`src/ptm_pkg.sv`:
```
// Shared types and constants of the two-level page table manager.
package ptm_pkg;

	// Table geometry; both counts are powers of two
	localparam int DIR_SLOTS   = 16;
	localparam int TABLE_SLOTS = 64;
	localparam int DSLOT_W     = $clog2(DIR_SLOTS);
	localparam int TSLOT_W     = $clog2(TABLE_SLOTS);
	localparam int STORE_DEPTH = DIR_SLOTS * TABLE_SLOTS;
	localparam int STORE_AW    = DSLOT_W + TSLOT_W;
	localparam int CNT_W       = $clog2(TABLE_SLOTS + 1);

	localparam int FRAME_W  = 20;
	localparam int OFFSET_W = 12;
	localparam int VA_W     = 22;
	localparam int ENTRY_W  = 32;
	localparam int CFG_W    = 5;
	localparam int CFG_IDX_W = 1;
	localparam int QDEPTH   = 2;
	localparam int QPTR_W   = $clog2(QDEPTH);
	localparam int QCNT_W   = $clog2(QDEPTH + 1);

	localparam logic [CFG_W-1:0] LOW_RESET  = CFG_W'(1);
	localparam logic [CFG_W-1:0] HIGH_RESET = CFG_W'(16);

	// Request kinds
	localparam logic [1:0] KIND_XLATE = 2'd0;
	localparam logic [1:0] KIND_MAP   = 2'd1;
	localparam logic [1:0] KIND_UNMAP = 2'd2;

	// Result status codes
	localparam logic [1:0] ST_OK      = 2'd0;
	localparam logic [1:0] ST_MISS    = 2'd1;
	localparam logic [1:0] ST_MAPPED  = 2'd2;
	localparam logic [1:0] ST_RESV    = 2'd3;

	// Configuration register indexes
	localparam logic [CFG_IDX_W-1:0] REG_UNMAP_LOW  = 1'b0;
	localparam logic [CFG_IDX_W-1:0] REG_UNMAP_HIGH = 1'b1;

	// Decoded request as held in the queue
	typedef struct packed {
		logic [1:0]          kind;
		logic [DSLOT_W-1:0]  dslot;
		logic [TSLOT_W-1:0]  tslot;
		logic [OFFSET_W-1:0] offset;
		logic [FRAME_W-1:0]  frame;
		logic [OFFSET_W-1:0] flags;
		logic [FRAME_W-1:0]  spare;
	} cmd_t;

	// Result beat, status in the lowest bits
	typedef struct packed {
		logic [2:0]         pad;
		logic [FRAME_W-1:0] table_frame_out;
		logic               table_freed;
		logic [FRAME_W-1:0] page_frame_out;
		logic               page_freed;
		logic               spare_used;
		logic [31:0]        phys_addr;
		logic [1:0]         status;
	} res_t;

	// Queue handoff between front and back
	typedef struct packed {
		logic valid;
		cmd_t cmd;
	} qhead_t;

endpackage

```
`src/ptm_front.sv`:
```
// Front end: accepts request beats, splits the address and queues them.
module ptm_front (
	input  logic               clk,
	input  logic               arst_n,
	input  logic               s_tvalid,
	output logic               s_tready,
	input  logic [79:0]        s_tdata,
	input  logic [1:0]         s_tuser,
	input  logic               pop,
	output ptm_pkg::qhead_t    head
);

	ptm_pkg::cmd_t             entry_q [ptm_pkg::QDEPTH];
	logic [ptm_pkg::QPTR_W-1:0] wr_ptr_q, rd_ptr_q;
	logic [ptm_pkg::QCNT_W-1:0] cnt_q;
	ptm_pkg::cmd_t             dec;
	logic [9:0]                page;
	logic                      push, do_pop;

	// Split the virtual address into slots and offset
	always_comb begin
		page       = s_tdata[21:12];
		dec.kind   = s_tuser;
		dec.tslot  = page[ptm_pkg::TSLOT_W-1:0];
		dec.dslot  = page[ptm_pkg::TSLOT_W +: ptm_pkg::DSLOT_W];
		dec.offset = s_tdata[11:0];
		dec.frame  = s_tdata[41:22];
		dec.flags  = s_tdata[53:42];
		dec.spare  = s_tdata[73:54];
	end

	assign s_tready   = (cnt_q != ptm_pkg::QCNT_W'(ptm_pkg::QDEPTH));
	assign push       = s_tvalid && s_tready;
	assign do_pop     = pop && head.valid;
	assign head.valid = (cnt_q != '0);
	assign head.cmd   = entry_q[rd_ptr_q];

	// Store queued requests
	always_ff @(posedge clk) begin
		if (push) begin
			entry_q[wr_ptr_q] <= dec;
		end
	end

	// Advance pointers and fill count
	always_ff @(posedge clk or negedge arst_n) begin
		if (!arst_n) begin
			wr_ptr_q <= '0;
			rd_ptr_q <= '0;
			cnt_q    <= '0;
		end else begin
			if (push) begin
				wr_ptr_q <= (wr_ptr_q == ptm_pkg::QPTR_W'(ptm_pkg::QDEPTH - 1)) ? '0 :
					wr_ptr_q + 1'b1;
			end
			if (do_pop) begin
				rd_ptr_q <= (rd_ptr_q == ptm_pkg::QPTR_W'(ptm_pkg::QDEPTH - 1)) ? '0 :
					rd_ptr_q + 1'b1;
			end
			if (push && !do_pop) begin
				cnt_q <= cnt_q + 1'b1;
			end else if (!push && do_pop) begin
				cnt_q <= cnt_q - 1'b1;
			end
		end
	end

endmodule

```
`config.mk`:
```
export PLATFORM = sky130hd
export DESIGN_NAME = ptm_front
export DESIGN_NICKNAME = d
export VERILOG_FILES = /design/src/ptm_pkg.sv /design/src/ptm_front.sv
export SDC_FILE = /design/constraint.sdc
export NUM_CORES = 1
export LEC_CHECK = 0
export ABC_AREA = 1
export BUFFER_PORTS_ARGS = -buffer_cell sky130_fd_sc_hd__buf_2
export CORE_MARGIN = 2
export CORE_UTILIZATION = 35
export DETAILED_ROUTE_END_ITERATION = 8
export MAX_ROUTING_LAYER = met4
export PLACE_DENSITY = 0.6
export SLEW_MARGIN = 20
export SYNTH_ARGS = -nofsm -noshare
export SYNTH_HDL_FRONTEND = slang
export SYNTH_SLANG_ARGS = --single-unit
```
`constraint.sdc`:
```
create_clock -name clk -period 5.6 [get_ports clk]
set_input_delay 0.28 -clock clk [delete_from_list [all_inputs] [get_ports clk]]
set_output_delay 0.28 -clock clk [all_outputs]
set_load 0.01 [all_outputs]
```
-- Word-level counts from Yosys, hierarchy flattened
Memory sizes are Yosys's and may differ from the RTL's.
Index checks and enable logic that the tools add are counted.
- flip-flop bits (word level): 4
- input port bits: 86
- memories kept: 1
- output and inout bits: 78
- RAM bits: 152
- $add $sub $neg: 4
- reductions and logical operators: 8
- equality and inequality tests: 1
- mux-type cells: 6
- memory list (memory ; depth ; width ; read ports ; clocked after memory_dff ; wr ports ; RTL line ; text):
    entry_q ; 2 ; 76 ; 1 ; 0 ; 1 ; ptm_front.sv:13 ; ptm_pkg::cmd_t entry_q [ptm_pkg::QDEPTH];
- operators with widths (operator ; count):
    1-bit logical AND ; 4
    1-bit two-way mux ; 4
    2-bit two-way mux ; 2
    2-bit nonzero test ; 2
    1-bit adder, second input constant ; 2
    2-bit by 1-bit adder with 2-bit output, second input constant ; 1
    1-bit zero test ; 2
    2-bit != test, second input constant ; 1
    2-bit by 1-bit subtractor with 2-bit output, second input constant ; 1

-- Depth between registers and ports, before layout
Gate-level depths: netlist of the first run.
- depth in word-level cells: 6
- mapped depth: 10
- gate-level depth less buffers: 10

-- Least setup slack after synthesis of the first run
Ideal clock, no wire load.
- path kind: register to register
- start: reg cnt_q[0] in the netlist's numbering
- end: mem entry_q[0][0] in the netlist's numbering, enable pin
- cell stages (with the launch flop): 5
- arrival time: 3845 ps
- path slack: 1244 ps
- cell sequence: dfrtp_1 > inv_1 > nand2_1 > nand2_1 > nor2_1
- word-level cells in the longest chain between the ends: 4
- ends and longest elaborated chain (element ; RTL line ; text):
    start: declaration ; ptm_front.sv:15 ; logic [ptm_pkg::QCNT_W-1:0] cnt_q;
    start signal: assignment ; ptm_front.sv:61 ; cnt_q <= cnt_q + 1'b1;
    start signal: assignment ; ptm_front.sv:63 ; cnt_q <= cnt_q - 1'b1;
    2-bit != test ; ptm_front.sv:32 ; assign s_tready = (cnt_q != ptm_pkg::QCNT_W'(ptm_pkg::QDEPTH));
    via s_tready ; ptm_front.sv:6 ; output logic s_tready,
    1-bit logical AND ; ptm_front.sv:33 ; assign push = s_tvalid && s_tready;
    1-bit two-way mux ; ptm_front.sv:40 ; if (push) begin
    1-bit two-way mux (not written as such) ; ptm_front.sv:41 ; entry_q[wr_ptr_q] <= dec;
    end: declaration ; ptm_front.sv:13 ;
The timed path passes the listed nets, and every way through them passes these cells.

-- Final worst setup path of the first run
- start: reg cnt_q[0] in the netlist's numbering
- end: mem entry_q[1][73] in the netlist's numbering, enable pin
- word-level cells in the longest chain between the ends: 4
- ends and longest elaborated chain (element ; RTL line):
    2-bit != test ; ptm_front.sv:32
    1-bit logical AND ; ptm_front.sv:33
    1-bit two-way mux ; ptm_front.sv:40
    1-bit two-way mux (not written as such) ; ptm_front.sv:41
Every way passes these cells.

==> results.tsv, run 1 <==
metric	value	unit
cts_root_buffer	clkbuf_16	
fp-row-count	46	
setup_viol	0	
syn_area	5760	µm²
pwr_density_cell	541	nW/µm²
cts_tree	built	
p_leak	3.16	nW
finish.net_count	678	
fmax	448	MHz
htreeDepth	4	
hold_viol_final	0	
worst-setup-path-type	reg -> reg	
status	finished clean	
syn_nets	513	
dr.pass1.iters	4	
avgSynthCellArea	13.5	µm²
cts.sink_count	156	
grt_pass1_vias	3604	
grt_pass1_wl	18300	µm
fill_cells	1497	
area_growth	28.1	%
fin_crit	2.23	ns
start_util	36.0	%
ant_nets	0	
vias_per_cell	4.33	
fin_ws	3.37	ns
synth_cell_types	14	
slew_headroom	43.7	%
critical_path_arrival	2.28	ns
hold_buffers	1	
die_w	132	µm
clock_skew	0.00497	ns
endpoint_kind	flop	
cts_buffers	17	
pin_count	164	
ir_drop	0.238	mV
grt_max_degree	78	
crit_required	5.65	ns
cts_resized	0	
clk_pin_slew	0.06	ns
grt_antenna_before_repair	0	
core_area	16000	µm²
pre_cts_ws	3.33	ns
portBuffers	157	
antenna_cells	0	
die_area	17500	µm²
synth-seq-area-share	80.9	%
vias	3554	
fin_crit_sh	39.9	%
routed_wl	11400	µm
yosysTopAreaCellShare	79.2	%
ys_ff_latch	156	
clockBufferDepth	2	
cp-start-kind	flop	
final.setup.tns	0	ns
clock_latency	0.42	ns
final_area	7380	µm²
grt_usage	14.0	%
drive_gt1_share	31.8	%
drt-initial-drc-count	170	
tightest_slew	0.844	ns
synth_area_leader_cell	edfxtp_1	
die_h	132	µm
hp-class	in -> reg	
dpl.hpwl	7060	µm
drv_slew	0	
cap_violations	0	
rsz0062_at_grt	false	
grt_overflow	0	
drc_errors	0	
synth_area_leaders	edfxtp_1 (79%), nand2_1 (15%), dfrtp_1 (1.7%)	
total_power	4.00	mW
gp_congestion	0.667	
placed_area	6790	µm²
syn-instance-count	426	
cts_setup_buffers	0	
wl_per_cell	13.9	µm
crit_fanout	38	
ff_latch_area	4670	µm²
yosysWarnings	0	
multiInputGateArea	962	µm²
==> worst max-delay path, stage by stage, from the launching register on <==
cell and delay [ns]:
dfrtp_1 0.39, inv_1 0.09, nand2_1 0.08, nand2_1 0.17
nor2_4 0.53, buf_4 0.57
==> registers in the layout, indices dropped and copies added (netlist names) <==
register and flops:
wr_ptr_q 1, cnt_q 2, rd_ptr_q 1, entry_q 152
==> cells by family after synthesis <==
| logic type | count (synthesis) | share of synthesized area [%] |
|---|---|---|
| and+or+nand+nor | 243 | 15.9 |
| adders and majority gates | 1 | 0.217 |
| buffers and inverters | 24 | 2.65 |
| DFF | 156 | 80.9 |
| xor gates and xnor gates | 2 | 0.304 |
==> per-layer routing <==
metal	track usage, %	wire (µm)
met1	16.2	4910
met2	22.9	5650
met3	4.61	675
met4	4.84	160
met5	-	0
==> worst paths after layout <==
check | startpoint | end | slack (ns) | cells after the start
min reg2reg | cnt_q[1]$_DFFE_PN0P_ | cnt_q[1]$_DFFE_PN0P_ | 0.51 | 2
max | cnt_q[0]$_DFFE_PN0P_ | entry_q[1][73]$_DFFE_PP_ | 3.37 | 5
max in group asynchronous | arst_n | rd_ptr_q$_DFFE_PN0P_ | 5.25 | 2
min | s_tdata[25] | entry_q[1][35]$_DFFE_PP_ | 0.05 | 1
min in group asynchronous | arst_n | cnt_q[0]$_DFFE_PN0P_ | 0.21 | 2
max reg2reg | cnt_q[0]$_DFFE_PN0P_ | entry_q[1][73]$_DFFE_PP_ | 3.37 | 5
==> synth_stat cells <==
master	count
nand4_1	1
xnor2_1	1
inv_1	6
nand2_1	238
buf_6	5
buf_2	9
buf_4	3
nor2_1	2
inv_4	1
edfxtp_1	152
dfrtp_1	4
ha_1	1
nand3_1	2
xor2_1	1
==> where the power goes <==
group	switching, mW	internal [mW]	leakage [nW]
Combinational	0.801	0.403	1.43
Clock	0.436	0.697	0.273
Sequential	0.0640	1.60	1.46
==> per-stage QoR <==
step                hold slack [ns]  util [%]  cells
global placement             0.0905      42.1    785
finish                       0.0505      46.1    820
floorplan                   -0.0156         -    426
CTS                          0.0286      46.1    820
global route                 0.0294      46.1    820
detailed placement           0.0944      42.4    787
==> cell usage in the layout, fill, tap and decap left out <==
cell	synthesis	final
dfrtp_2	0	1
nand2_1	238	238
dlygate4sd3_1	0	1
bufinv_16	0	3
clkinv_1	0	3
nor2_4	0	2
nand4_1	1	1
clkbuf_16	0	17
dfrtp_1	4	3
clkinv_2	0	1
ha_1	1	1
clkinvlp_4	0	3
clkbuf_1	0	3
inv_6	0	1
buf_2	9	157
xor2_1	1	1
edfxtp_1	152	152
clkinv_4	0	1
buf_4	3	3
nand3_1	2	2
inv_1	6	6
inv_4	1	1
xnor2_1	1	1
buf_16	0	2
==> cell type report <==
class	instances	area share, %
clock buffers	20	5.91
clock inverters	12	1.98
repair buffers	163	11.8
inverters	7	0.390
well taps	216	3.66
multi-input cells	246	13.0
flip-flops and latches	156	63.2
(Power assumes the default switching activity.)
==> run 2: changes to the inputs <==
- PLACE_DENSITY: 0.6 -> 0.63
- clock period: 5.6 -> 1.9 ns (I/O delays scaled with it)
==> run 2 against run 1 <==
Effect of this change: die area did not move; combinational power rose to 3.1 times the previous value; clock-buffer cell count is 3 lower; highest routed layer unchanged; sequential share of layout area decreased by 6.0 points; design area grew 11%; largest cell class unchanged; clock skew about the same; flip-flop and latch count unchanged; sequential power grew to 3.0 times the previous value; via count up 9.5%; total power rose to 3.0 times the previous value.
==> results.tsv, run 2 (synthesis gave the netlist of run 1 again) <==
metric	value	unit	change
tightest_slew	0.460	ns	-0.384 ns
die_h	132	µm	unchanged
ir_drop	0.829	mV	+250%
core_area	16000	µm²	unchanged
crit_family	buffers and inverters		
fin_crit	1.73	ns	
largest_register_ffs	152		unchanged
pwr_density_cell	1450	nW/µm²	+170%
rr_endpoint	entry_q[0][42]$_DFFE_PP_		
worst-setup-path-type	reg -> out		
grt_max_degree	78		unchanged
pre_cts_ws	0.382	ns	-2.94 ns
fin_crit_sh	91.0	%	
antenna_cells	0		unchanged
portBuffers	157		unchanged
comb_power_share	31.7	%	+1.6 points
clock_skew	0.00479	ns	-0.000181 ns
routed_wl	12100	µm	+6.5%
layout_common_cells	nand2_1 (236), buf_2 (157), edfxtp_1 (152)		
critPathMaxStageDelay	0.44	ns	-0.13 ns
p_leak	3.49	nW	+10%
cp-start-kind	flop		
grt_overflow	0		unchanged
pin_count	164		unchanged
ant_nets	0		unchanged
clock_latency	0.41	ns	about the same
hold_viol_final	0		unchanged
drt-initial-drc-count	232		+36%
htreeDepth	4		unchanged
ff2ff_setup_slack	0.36	ns	-3.01 ns
crit_chain	inv_4 > buf_12 > nand2_1 > nand2_1 > buf_2		
area_growth	41.6	%	
clk_pin_slew	0.06	ns	about the same
clockBufferDepth	2		unchanged
fp-row-count	46		unchanged
p_int	7.93	mW	+190%
cap_violations	0		unchanged
critical_path_arrival	1.63	ns	-0.65 ns
largest_register	entry_q		
gp_congestion	0.688		+3.1%
start_util	36.0	%	unchanged
cts_setup_buffers	0		unchanged
p_clk_share	26.9	%	-1.4 points
drive_gt1_share	28.7	%	-3.0 points
die_area	17500	µm²	unchanged
vias_per_cell	4.33		about the same
cts.sink_count	156		unchanged
slowest_stage	dfrtp_2		
vias	3891		+9.5%
drv_slew	0		unchanged
seq_power_share	41.5	%	about the same
stdcell_count	898		+9.5%
power_switching	3.91	mW	+200%
reg2reg_from	cnt_q[0]$_DFFE_PN0P_		
grt_usage	14.7	%	+0.72 points
status	finished clean		
cts_root_buffer	clkbuf_16		
fmax	578	MHz	
grt_pass1_wl	19400	µm	+6.0%
grt_antenna_before_repair	0		unchanged
cts_tree	built		
final.setup.tns	0	ns	unchanged
die_w	132	µm	unchanged
hp-class	in -> async		
slew_headroom	69.3	%	+26 points
crit_fanout	42		+11%
finish.net_count	756		+12%
dr.pass1.iters	4		unchanged
layout_commonest_cell	nand2_1		
netSwitchingFraction	33.0	%	+0.44 points
rr_worst_depth	5		unchanged
grt_pass1_vias	4052		+12%
crit_required	1.80	ns	-3.85 ns
cts_buffers	17		unchanged
endpoint_kind	primary output		
top_regs	entry_q x152, cnt_q x2		
dpl.hpwl	6860	µm	-2.9%
fin_ws	0.171	ns	-3.20 ns
dp.cells	787		unchanged
wl_per_cell	13.5	µm	-2.7%
drc_errors	0		unchanged
critPathBufInv	3		+1
setup_viol	0		unchanged
rsz0062_at_grt	false		
crit_path_frequent_cell	nand2_1		
run 2: cell count changes in the layout (fill, tap and decap cells not counted), sizes merged:
| cell | delta |
|---|---|
| dlygate4sd3 | +78 |
| bufinv | -1 |
| clkbuf | -3 |
| inv | -1 |
| clkinv | +6 |
| clkinvlp | -1 |
run 2: power groups by stage:
| stage | clock [mW] | sequential (mW) | combinational [mW] |
|---|---|---|---|
| 4_1_cts | 3.27 | 4.91 | 3.82 |
| 3_3_place_gp | 0 | 4.95 | 3.62 |
| 2_1_floorplan | 0 | 4.94 | 2.27 |
| 5_1_grt | 3.42 | 4.98 | 4.19 |
| 3_5_place_dp | 0 | 4.98 | 3.68 |
| 6_report | 3.18 | 4.91 | 3.75 |
run 2: through the flow:
step | instance area (µm²) | utilization [%] | power, mW | hold WS, ns
2_1_floorplan | 5790 | - | 7.21 | -0.201
3_3_place_gp | 6820 | 42.6 | 8.57 | -0.0943
3_5_place_dp | 6820 | 42.6 | 8.67 | -0.0896
4_1_cts | 8160 | 51.0 | 12.0 | 0.0192
5_1_grt | 8160 | 51.0 | 12.6 | 0.0574
6_report | 8160 | 51.0 | 11.8 | 0.0586
run 2: metal layers:
metal	part of all wire [%]	vias to the layer above	GRT usage (%)
met1	42	1851	16.4
met5	0	-	-
met3	4.9	15	4.96
met2	52	105	25.1
met4	1.2	0	4.30
li1	-	1920	-
run 2: worst max path at each step:
stage / startpoint / endpoint / slack (ns) / depth (start not counted)
finish: rd_ptr_q$_DFFE_PN0P_ / head[20] / 0.17 / 5
global route: rd_ptr_q$_DFFE_PN0P_ / head[27] / 0.05 / 5
CTS: rd_ptr_q$_DFFE_PN0P_ / head[20] / 0.13 / 5
detailed placement: cnt_q[0]$_DFFE_PN0P_ / entry_q[0][37]$_DFFE_PP_ / 0.38 / 5
global placement: cnt_q[0]$_DFFE_PN0P_ / entry_q[0][37]$_DFFE_PP_ / 0.42 / 5
floorplan: cnt_q[0]$_DFFE_PN0P_ / entry_q[0][0]$_DFFE_PP_ / -0.26 / 4
run 2: what timing repair did:
action	4_1_cts	5_1_grt
gates resized for setup	0	0
hold buffers	79	0
hold endpoints to repair	158	0
run 2: cell type report:
type,instances,area (µm²)
Tap cell,216,270
Clock buffer,17,425
Inverter,7,28.8
Clock inverter,15,131
Multi-Input combinational cell,246,977
Timing Repair Buffer,241,1660
Sequential cell,156,4670
Fill cell,1391,7840
==> run 3: changes to the inputs <==
--- a/config.mk
+++ b/config.mk
@@ -13,4 +13,5 @@
 export MAX_ROUTING_LAYER = met4
 export PLACE_DENSITY = 0.63
+export RECOVER_POWER = 25
 export SLEW_MARGIN = 20
 export SYNTH_ARGS = -nofsm -noshare
==> constraint.sdc (replaced) <==
create_clock -name clk -period 1.9 [get_ports clk]
set_input_delay 0 -clock clk [delete_from_list [all_inputs] [get_ports clk]]
set_output_delay 0 -clock clk [all_outputs]
set_load 0.01 [all_outputs]
==> run 3 against run 2 <==
Effect of this change: clock-buffer cell count increased by 1; maximum frequency increased by 6.3%; critical path depth is the same; total power rose by 5.2%; sequential power about the same; die area unchanged; clock power increased by 18%; sequential share of layout area is 0.77 points lower; critical endpoint is now head[35].
==> results.tsv, run 3 (synthesis gave the netlist of run 1 again) <==
metric	value	unit	change
status	finished clean		
wl_per_cell	13.4	µm	-1.1%
hp-class	in -> reg		
clock_skew	0.0113	ns	+0.00648 ns
grt_pass1_vias	4038		-0.35%
grt_max_degree	78		unchanged
drv_slew	0		unchanged
routed_wl	12000	µm	-0.95%
grt_usage	14.7	%	-0.018 points
ant_nets	0		unchanged
clock_latency	0.41	ns	about the same
fin_crit	1.63	ns	-0.102 ns
multiInputGateArea	977	µm²	unchanged
slew_headroom	76.7	%	+7.3 points
endpoint_kind	primary output		
drc_errors	0		unchanged
holdWs	0.296	ns	+0.238 ns
fin_crit_sh	85.6	%	-5.4 points
fp-row-count	46		unchanged
vias_per_cell	4.33		about the same
fill_cells	1396		+0.36%
layout_common_cells	nand2_1 (236), edfxtp_1 (152), buf_2 (129)		
cts_resized	0		unchanged
core_area	16000	µm²	unchanged
grt_overflow	0		unchanged
drive_gt1_share	25.3	%	-3.4 points
cts_root_buffer	clkbuf_16		
drt-initial-drc-count	233		+0.43%
startpoint	rd_ptr_q$_DFFE_PN0P_		
clockBufferDepth	2		unchanged
top_regs	entry_q x152, cnt_q x2		
clk_pin_slew	0.06	ns	about the same
worstHoldStart	s_tdata[33]		
cts_tree	built		
rsz0062_at_grt	false		
grt_pass1_wl	19400	µm	about the same
post-route-util	51.7	%	+0.70 points
die_h	132	µm	unchanged
start_util	36.0	%	unchanged
crit_required	1.90	ns	+0.10 ns
cp-start-kind	flop		
pwr_density_cell	1510	nW/µm²	+3.8%
reg2reg_from	cnt_q[0]$_DFFE_PN0P_		
largest_register	entry_q		
ff2ff_setup_slack	0.46	ns	+0.10 ns
cap_violations	0		unchanged
hold_viol_final	0		unchanged
setup_viol	0		unchanged
vias	3894		+0.077%
area_growth	43.5	%	
cts_buffers	17		unchanged
crit_fanout	27		-36%
gp_congestion	0.667		-3.0%
grt_antenna_before_repair	0		unchanged
finish.net_count	759		+0.40%
pin_count	164		unchanged
die_w	132	µm	unchanged
layout_commonest_cell	nand2_1		
cts.sink_count	156		unchanged
tightest_slew	0.350	ns	-0.110 ns
critical_path_arrival	1.63	ns	about the same
antenna_cells	0		unchanged
ff_latch_area	4670	µm²	unchanged
htreeDepth	4		unchanged
ir_drop	0.885	mV	+6.7%
worst-setup-path-type	reg -> out		
p_leak	3.48	nW	-0.29%
die_area	17500	µm²	unchanged
dpl.hpwl	7170	µm	+4.6%
dr.pass1.iters	4		unchanged
portBuffers	157		unchanged
fmax	615	MHz	+6.3%
largest_register_ffs	152		unchanged
run 3: cell types whose count changed in the layout (fill, tap and decap cells not counted), moves of 3 or more:
cell	change
clkinv_1	-4
clkinv_2	-3
buf_2	-28
clkbuf_1	+26
bufinv_16	+4
run 3: layout make-up:
cell class	instances	area share, %
Multi-Input combinational cell	246	11.8
Timing Repair Buffer	244	20.3
Inverter	7	0.348
Sequential cell	156	56.4
Clock buffer	18	5.19
Clock inverter	12	2.68
Tap cell	216	3.27
run 3: final timing paths:
check,to,cells past startpoint
min reg2reg,cnt_q[0]$_DFFE_PN0P_,1
max,head[35],5
min in group asynchronous,rd_ptr_q$_DFFE_PN0P_,3
max reg2reg,entry_q[0][21]$_DFFE_PP_,5
max in group asynchronous,rd_ptr_q$_DFFE_PN0P_,3
min,entry_q[0][43]$_DFFE_PP_,2
run 3: critical path, cell delays in order (launching register included):
cell and delay [ns]:
dfrtp_2 0.44, inv_4 0.13, buf_4 0.31, nand2_1 0.10, nand2_1 0.07, buf_2 0.13
run 3: what timing repair did:
| action | CTS | global route |
|---|---|---|
| setup endpoints to repair | 0 | 0 |
| hold buffers | 80 | 0 |
| endpoints found under the hold margin | 158 | 0 |
| buffers inserted | 0 | 0 |
run 3: stage by stage:
stage          worst slack, ns  total power [mW]  instances  setup TNS (ns)  area, µm²
2_1_floorplan           -0.259              7.21        426          -37.81       5790
3_3_place_gp             0.518              8.64        789               0       6860
3_5_place_dp             0.468              8.73        789               0       6860
4_1_cts                  0.245              12.6        899               0       8310
5_1_grt                  0.152              13.2        899               0       8270
6_report                 0.274              12.5        899               0       8270
run 3: metal layers:
layer  GRT usage (%)  vias to the layer above  part of all wire, %
met2            24.8                      115                   52
met5               -                        -                    0
met3            4.04                       16                  5.1
li1                -                     1926                    -
met4            5.91                        0                  1.3
met1            16.5                     1837                   42
run 3: report_power, final:
part           internal [mW]  leakage, nW  switching, mW
Sequential              4.70         1.46          0.208
Combinational           1.38         1.71           2.42
Clock                   2.44        0.309           1.30
